--- config.mk ---
export PLATFORM = sky130hd
export DESIGN_NAME = framed_command_receiver_watchdog
export DESIGN_NICKNAME = d
export VERILOG_FILES = /design/src/hw/rtl/fcrw_pkg.sv /design/src/hw/rtl/framed_command_receiver_watchdog.sv
export SDC_FILE = /design/constraint.sdc
export NUM_CORES = 1
export LEC_CHECK = 0
export ABC_AREA = 1
export ABC_CLOCK_PERIOD_IN_PS = 3700
export BUFFER_PORTS_ARGS = -buffer_cell sky130_fd_sc_hd__buf_2
export CAP_MARGIN = 20
export CORE_MARGIN = 5
export CORE_UTILIZATION = 30
export CTS_BUF_LIST = sky130_fd_sc_hd__clkbuf_4
export DETAILED_ROUTE_END_ITERATION = 12
export GPL_TIMING_DRIVEN = 1
export HOLD_SLACK_MARGIN = 0.02
export SETUP_SLACK_MARGIN = 0.15
export SLEW_MARGIN = 40
export SYNTH_ARGS = -nofsm -noshare
export SYNTH_HDL_FRONTEND = slang
export SYNTH_SLANG_ARGS = --single-unit
--- constraint.sdc ---
create_clock -name clk -period 3.7 [get_ports clk]
set_input_delay 0.74 -clock clk [delete_from_list [all_inputs] [get_ports clk]]
set_output_delay 0.74 -clock clk [all_outputs]
set_load 0.03 [all_outputs]
--- src/hw/rtl/fcrw_pkg.sv ---
// fcrw_pkg: constants shared by the framed command receiver with link watchdog
// frame delimiters, default timeout, default payload length and input codes
// no dependencies
`default_nettype none

package fcrw_pkg;

  localparam logic [7:0]  START_BYTE        = 8'd255;
  localparam logic [7:0]  END_BYTE          = 8'd240;
  localparam logic [15:0] TIMEOUT_RESET     = 16'd500;
  localparam int unsigned PAYLOAD_BYTES_DEF = 8;

  // item kind carried on the func field
  localparam logic FUNC_BYTE = 1'b0;
  localparam logic FUNC_TICK = 1'b1;

  // payload byte positions of the decoded controls
  localparam int unsigned IDX_BUTTONS       = 0;
  localparam int unsigned IDX_THROTTLE      = 3;
  localparam int unsigned IDX_HEADING       = 4;
  localparam int unsigned IDX_LEFT_TRIGGER  = 6;
  localparam int unsigned IDX_RIGHT_TRIGGER = 7;

endpackage

`default_nettype wire

--- src/hw/rtl/framed_command_receiver_watchdog.sv ---
// framed_command_receiver_watchdog: serial command deframer with additive
// checksum, payload latch and a tick-driven link watchdog
// depends on fcrw_pkg
`default_nettype none

// Each input transaction is either one received serial byte (func = 0) or
// one millisecond tick (func = 1), and it yields exactly one result
// transaction. A frame is 0xFF, PayloadBytes payload bytes, a checksum byte
// equal to the payload sum modulo 256, then 0xF0. A good frame latches its
// payload, raises link_up and restarts the idle counter; a bad checksum
// pulses checksum_bad and a missing end byte silently drops the frame. While
// the link is up, ticks count idle time and reaching timeout_ticks drops the
// link with a timeout_fired pulse; the decoded controls read zero whenever
// the link is down. The block takes one transaction per clock cycle when the
// output side does not stall. An accepted transaction waits in the input
// register; the single-pass update of the frame position, checksum and
// watchdog state then loads its result into the result register once that
// register is free, and the result is held there until it is taken. The
// input register can still take one transaction while a finished result waits
// in the result register; the next one is stalled until the result is taken.
// timeout_ticks is written through cfg_we/cfg_data and resets to 500; write
// it only while the block is idle.
module framed_command_receiver_watchdog #(
  parameter int unsigned PayloadBytes = fcrw_pkg::PAYLOAD_BYTES_DEF
) (
  input  logic        clk,
  input  logic        rst,
  // configuration
  input  logic        cfg_we,
  input  logic [15:0] cfg_data,
  // input channel
  input  logic        in_valid,
  output logic        in_stall,
  input  logic        func,
  input  logic [7:0]  rx_byte,
  // result channel
  output logic        out_valid,
  input  logic        out_stall,
  output logic        link_up,
  output logic        frame_ok,
  output logic        checksum_bad,
  output logic        timeout_fired,
  output logic [5:0]  buttons,
  output logic [7:0]  throttle,
  output logic [7:0]  heading,
  output logic [7:0]  left_trigger,
  output logic [7:0]  right_trigger
);
  import fcrw_pkg::*;

  // frame position: 0 hunting, 1..N payload, N+1 checksum, N+2 end byte
  localparam int unsigned PosW = $clog2(PayloadBytes + 3);
  localparam logic [PosW-1:0] PosHunt  = '0;
  localparam logic [PosW-1:0] PosLastP = PosW'(PayloadBytes);
  localparam logic [PosW-1:0] PosChk   = PosW'(PayloadBytes + 1);

  // configuration register
  logic [15:0] timeout_ticks;

  // input register
  logic       s1_valid;
  logic       s1_func;
  logic [7:0] s1_byte;

  // receiver and watchdog state
  logic [PosW-1:0] frame_pos, frame_pos_next;
  logic [7:0]      running_sum, running_sum_next;
  logic            link_flag, link_flag_next;
  logic [15:0]     idle_count, idle_count_next;
  logic [7:0]      payload_buf     [PayloadBytes];
  logic [7:0]      latched_payload [PayloadBytes];

  logic advance;
  logic in_accept;
  logic buf_we;
  logic latch_en;
  logic ok_next, bad_next, fired_next;
  logic [15:0] idle_inc;

  // result register loads when empty or when its transaction is taken
  assign advance   = s1_valid && (!out_valid || !out_stall);
  assign in_stall  = s1_valid && !advance;
  assign in_accept = in_valid && !in_stall;

  // saturating idle increment
  assign idle_inc = (idle_count != 16'hFFFF) ? idle_count + 16'd1 : idle_count;

  // byte at a fixed payload position, zero past the end of a short payload
  function automatic logic [7:0] latched_at(input int unsigned idx);
    logic [7:0] r;
    r = '0;
    for (int i = 0; i < PayloadBytes; i++) begin
      if (idx == i) r = latched_payload[i];
    end
    return r;
  endfunction

  // single-pass update for the transaction held in the input register
  always_comb begin
    frame_pos_next   = frame_pos;
    running_sum_next = running_sum;
    link_flag_next   = link_flag;
    idle_count_next  = idle_count;
    buf_we           = 1'b0;
    latch_en         = 1'b0;
    ok_next          = 1'b0;
    bad_next         = 1'b0;
    fired_next       = 1'b0;
    if (s1_func == FUNC_BYTE) begin
      if (frame_pos == PosHunt) begin
        // hunting: only the start byte opens a frame
        if (s1_byte == START_BYTE) frame_pos_next = PosW'(1);
      end else if (frame_pos <= PosLastP) begin
        buf_we           = 1'b1;
        running_sum_next = running_sum + s1_byte;
        frame_pos_next   = frame_pos + PosW'(1);
      end else if (frame_pos == PosChk) begin
        // the sum restarts whether or not it matched
        running_sum_next = '0;
        if (s1_byte == running_sum) begin
          frame_pos_next = frame_pos + PosW'(1);
        end else begin
          frame_pos_next = PosHunt;
          bad_next       = 1'b1;
        end
      end else begin
        // end byte slot: a wrong byte drops the frame and is not a new start
        frame_pos_next = PosHunt;
        if (s1_byte == END_BYTE) begin
          latch_en        = 1'b1;
          link_flag_next  = 1'b1;
          idle_count_next = '0;
          ok_next         = 1'b1;
        end
      end
    end else if (link_flag) begin
      // watchdog tick, ignored while the link is down
      idle_count_next = idle_inc;
      if (idle_inc >= timeout_ticks) begin
        link_flag_next  = 1'b0;
        idle_count_next = '0;
        fired_next      = 1'b1;
      end
    end
  end

  always_ff @(posedge clk) begin
    if (rst) begin
      timeout_ticks <= TIMEOUT_RESET;
      s1_valid      <= 1'b0;
      out_valid     <= 1'b0;
      frame_pos     <= PosHunt;
      running_sum   <= '0;
      link_flag     <= 1'b0;
      idle_count    <= '0;
    end else begin
      if (cfg_we) timeout_ticks <= cfg_data;

      if (in_accept) begin
        s1_valid <= 1'b1;
        s1_func  <= func;
        s1_byte  <= rx_byte;
      end else if (advance) begin
        s1_valid <= 1'b0;
      end

      if (advance) begin
        out_valid   <= 1'b1;
        frame_pos   <= frame_pos_next;
        running_sum <= running_sum_next;
        link_flag   <= link_flag_next;
        idle_count  <= idle_count_next;
      end else if (!out_stall) begin
        out_valid <= 1'b0;
      end
    end
  end

  // payload capture and latch, no reset needed: every byte is written
  // before a frame can be latched
  always_ff @(posedge clk) begin
    for (int i = 0; i < PayloadBytes; i++) begin
      if (advance && buf_we && frame_pos == PosW'(i + 1)) payload_buf[i] <= s1_byte;
      if (advance && latch_en) latched_payload[i] <= payload_buf[i];
    end
  end

  // result fields; controls come from the new latch contents on a good frame
  logic [7:0] ctl_buttons, ctl_throttle, ctl_heading, ctl_left, ctl_right;

  always_comb begin
    ctl_buttons  = latched_at(IDX_BUTTONS);
    ctl_throttle = latched_at(IDX_THROTTLE);
    ctl_heading  = latched_at(IDX_HEADING);
    ctl_left     = latched_at(IDX_LEFT_TRIGGER);
    ctl_right    = latched_at(IDX_RIGHT_TRIGGER);
    if (latch_en) begin
      for (int i = 0; i < PayloadBytes; i++) begin
        if (IDX_BUTTONS == i)       ctl_buttons  = payload_buf[i];
        if (IDX_THROTTLE == i)      ctl_throttle = payload_buf[i];
        if (IDX_HEADING == i)       ctl_heading  = payload_buf[i];
        if (IDX_LEFT_TRIGGER == i)  ctl_left     = payload_buf[i];
        if (IDX_RIGHT_TRIGGER == i) ctl_right    = payload_buf[i];
      end
    end
    if (!link_flag_next) begin
      ctl_buttons  = '0;
      ctl_throttle = '0;
      ctl_heading  = '0;
      ctl_left     = '0;
      ctl_right    = '0;
    end
  end

  always_ff @(posedge clk) begin
    if (advance) begin
      link_up       <= link_flag_next;
      frame_ok      <= ok_next;
      checksum_bad  <= bad_next;
      timeout_fired <= fired_next;
      buttons       <= ctl_buttons[5:0];
      throttle      <= ctl_throttle;
      heading       <= ctl_heading;
      left_trigger  <= ctl_left;
      right_trigger <= ctl_right;
    end
  end

  // a completed frame always leaves the link up
  assert property (@(posedge clk) disable iff (rst)
    out_valid && frame_ok |-> link_up)
    else $error("frame_ok without link_up");

  // a watchdog drop never coincides with a frame event
  assert property (@(posedge clk) disable iff (rst)
    out_valid && timeout_fired |-> !link_up && !frame_ok && !checksum_bad)
    else $error("timeout_fired with link up or frame event");

  // controls are forced to zero while the link is down
  assert property (@(posedge clk) disable iff (rst)
    out_valid && !link_up |-> buttons == '0 && throttle == '0 && heading == '0
      && left_trigger == '0 && right_trigger == '0)
    else $error("controls not zero with link down");

  // the input side only stalls when the input register holds a transaction
  assert property (@(posedge clk) disable iff (rst)
    !s1_valid |-> !in_stall)
    else $error("input stalled with empty input register");

endmodule

`default_nettype wire
==> qor.csv <==
metric,value,unit
whs,0.3370,ns
p_leak,3.503,nW
r2r_slack,0.60,ns
worstMarginPinSlew,0.7430,ns
numCtsBuffers,17,
ys_ff_latch,174,
dpl-instance-area,8247,um^2
antenna_found_initial,1,
ir_worst_vdd,0.2771,mV
core_area,25040,um^2
cts_resized,0,
gp_congestion,0.8221,
wl,14960,um
synth_top_area_share,37.65,%
crit_required,4.05,ns
path_clk_slew,0.17,ns
initial_core_util,30.26,%
htree_levels,4,
worst-setup-path-type,reg -> reg,
die_h,168.9,um
grt_use_total,10.58,%
pwr_density_cell,395.5,nW/um^2
hold_path.class,in -> reg,
status,"finished, final reports clean",
max_stage_delay,0.43,ns
drv_slew,0,
netlist.top_cell.by_area,edfxtp_1,
drc,0,
finalCritPeriodShare,83.70,%
cts_tree,yes,
synth_cells,808,
fin_nets,943,
critPathLaunchType,register,
path_delay_family,simple AND/OR/NAND/NOR gates,
grt_start_max_net_pins,43,
synthFlopType,edfxtp_1,
design_area,8567,um^2
grt_pass1_wl,24290,um
port_buffers,73,
max_freq,322.9,MHz
synth.avg_cell_area,9.376,um^2
clock-sinks,174,
num_rows,58,
grt.overflow.total,0,
ant_nets,0,
fp.dieArea,28530,um^2
async_reset_ff_share,0,%
drt-pass1-iter-count,6,
area_delta_synth_final,13.08,%
ys.warnings.count,0,
via_per_inst,4.286,
grt_pass1_vias,4849,
post_cts_buffers,0,
setup.worst_path.end_class,register,
drv_cap,0,
setup_viol,0,
final-hold-violation-count,0,
crit_top_cell,nand2_1,
postCtsHoldBufs,0,
num_vias,5267,
syn-num-nets,866,
ys_seq_area_share,58.53,%
wl_per_cell,12.18,um
crit_fanout,39,
synth_edf_count,95,
netlist_area,7576,um^2
drive_gt1_share,17.59,%
clockBufferDepth,2,
detail_route.iter0.violations,298,
cts_root_buf,clkbuf_4,
fin_crit,3.097,ns
slew_headroom,50.28,%
crit_chain,ha_1 -> nand2_1 -> nor2_2 -> nand2_1 -> nor2_2 -> inv_2 -> nor2_1 -> nor2_1 -> ha_1 -> nand2_1 -> nand2_1 -> nand2_1 -> nand2_1 -> nand2_1 -> nand2_1 -> nand2_1 -> nand2_1 -> nand2_1 -> o21ai_2 -> buf_6 -> nor2_1,
clk_latency,0.58,ns
ios,74,
crit_slowest_cell,dfxtp_1,
skew,0.03696,ns
crit_arrival,3.45,ns
dp.cells,1196,
layout_commonest_cell,nand2_1,
die_x,168.9,um
tns,0,ns
cp_num_buf_inv,2,
utilization,34.22,%
fin_cells,1229,
synth_area_leaders,"edfxtp_1, dfxtp_1, nand2_1",
hpwl,10390,um
yosysUniqueCellTypes,39,
final_cell_mix,"nand2_1, inv_1, edfxtp_1, dfxtp_1, nor2_1",
rsz0062_at_grt,no,
[registers in the layout, indices dropped and copies added (netlist names)]
name / cells
idle_count: 16
left_trigger: 8
heading: 8
running_sum: 8
latched_payload: 38
link_up: 1
s1_valid: 1
frame_ok: 1
payload_buf: 38
link_flag: 1
s1_byte: 8
timeout_fired: 1
timeout_ticks: 16
frame_pos: 4
out_valid: 1
right_trigger: 8
checksum_bad: 1
throttle: 8
buttons: 6
s1_func: 1
[worst paths after layout]
path / to / cells past startpoint / startpoint
worst max register to register: throttle[6] / 21 / idle_count[1]
worst min-delay path: s1_func / 1 / func
worst max-delay path: throttle[6] / 21 / idle_count[1]
worst min register to register: latched_payload[0][1] / 0 / payload_buf[0][1]
[Yosys cell counts (3+ instances only)]
| library cell | number |
|---|---|
| nor2_1 | 77 |
| inv_1 | 106 |
| nand4_1 | 8 |
| o21bai_1 | 3 |
| nand3_1 | 34 |
| o21ai_0 | 24 |
| inv_2 | 3 |
| nand2_1 | 205 |
| buf_6 | 10 |
| edfxtp_1 | 95 |
| a21oi_1 | 55 |
| xor2_1 | 9 |
| dfxtp_1 | 79 |
| nor3_1 | 6 |
| clkbuf_1 | 10 |
| ha_1 | 27 |
| nand2_2 | 30 |
[layer usage]
layer | track usage [%] | up-vias | share of wire, %
li1 | - | 2771 | -
met1 | 13.83 | 2379 | 47
met2 | 17.23 | 101 | 46
met3 | 2.826 | 16 | 5.4
met4 | 3.211 | 0 | 1.6
met5 | 0 | - | 0
[final cells by class]
type                    instances  area (um^2)
diodes                          1        2.502
fillers                      2601        16470
clock inverters                15        183.9
flip-flops and latches        174         4434
well taps                     330        412.9
inverters                     110        415.4
multi-input cells             502         2569
repair buffers                 80        421.7
clock buffers                  17        127.6
[power breakdown]
part,internal (W),switching [W]
logic,0.0000478,0.000123
registers,0.00207,0.0000215
clock network,0.000325,0.000799
total,0.00244,0.000943
[kinds of logic (layout without fill, tap and decap cells)]
group | Yosys count | in the layout | share of synthesized area (%)
and+or+nand+nor | 370 | 370 | 21.12
DFF | 174 | 174 | 58.53
buffers and inverters | 132 | 222 | 7.597
AOI/OAI and AO/OA | 94 | 94 | 6.870
adders and majority gates | 28 | 28 | 4.723
xor gates and xnor gates | 10 | 10 | 1.156
other | 0 | 1 | 0
[stage by stage]
| step | total power (W) | setup slack, ns |
|---|---|---|
| floorplan | 0.002242 | 0.8366 |
| global placement | 0.002307 | 0.5541 |
| detailed placement | 0.002310 | 0.4402 |
| CTS | 0.003442 | 0.4361 |
| global route | 0.003529 | 0.1615 |
| finish | 0.003388 | 0.6031 |
(Power assumes the default switching activity.)
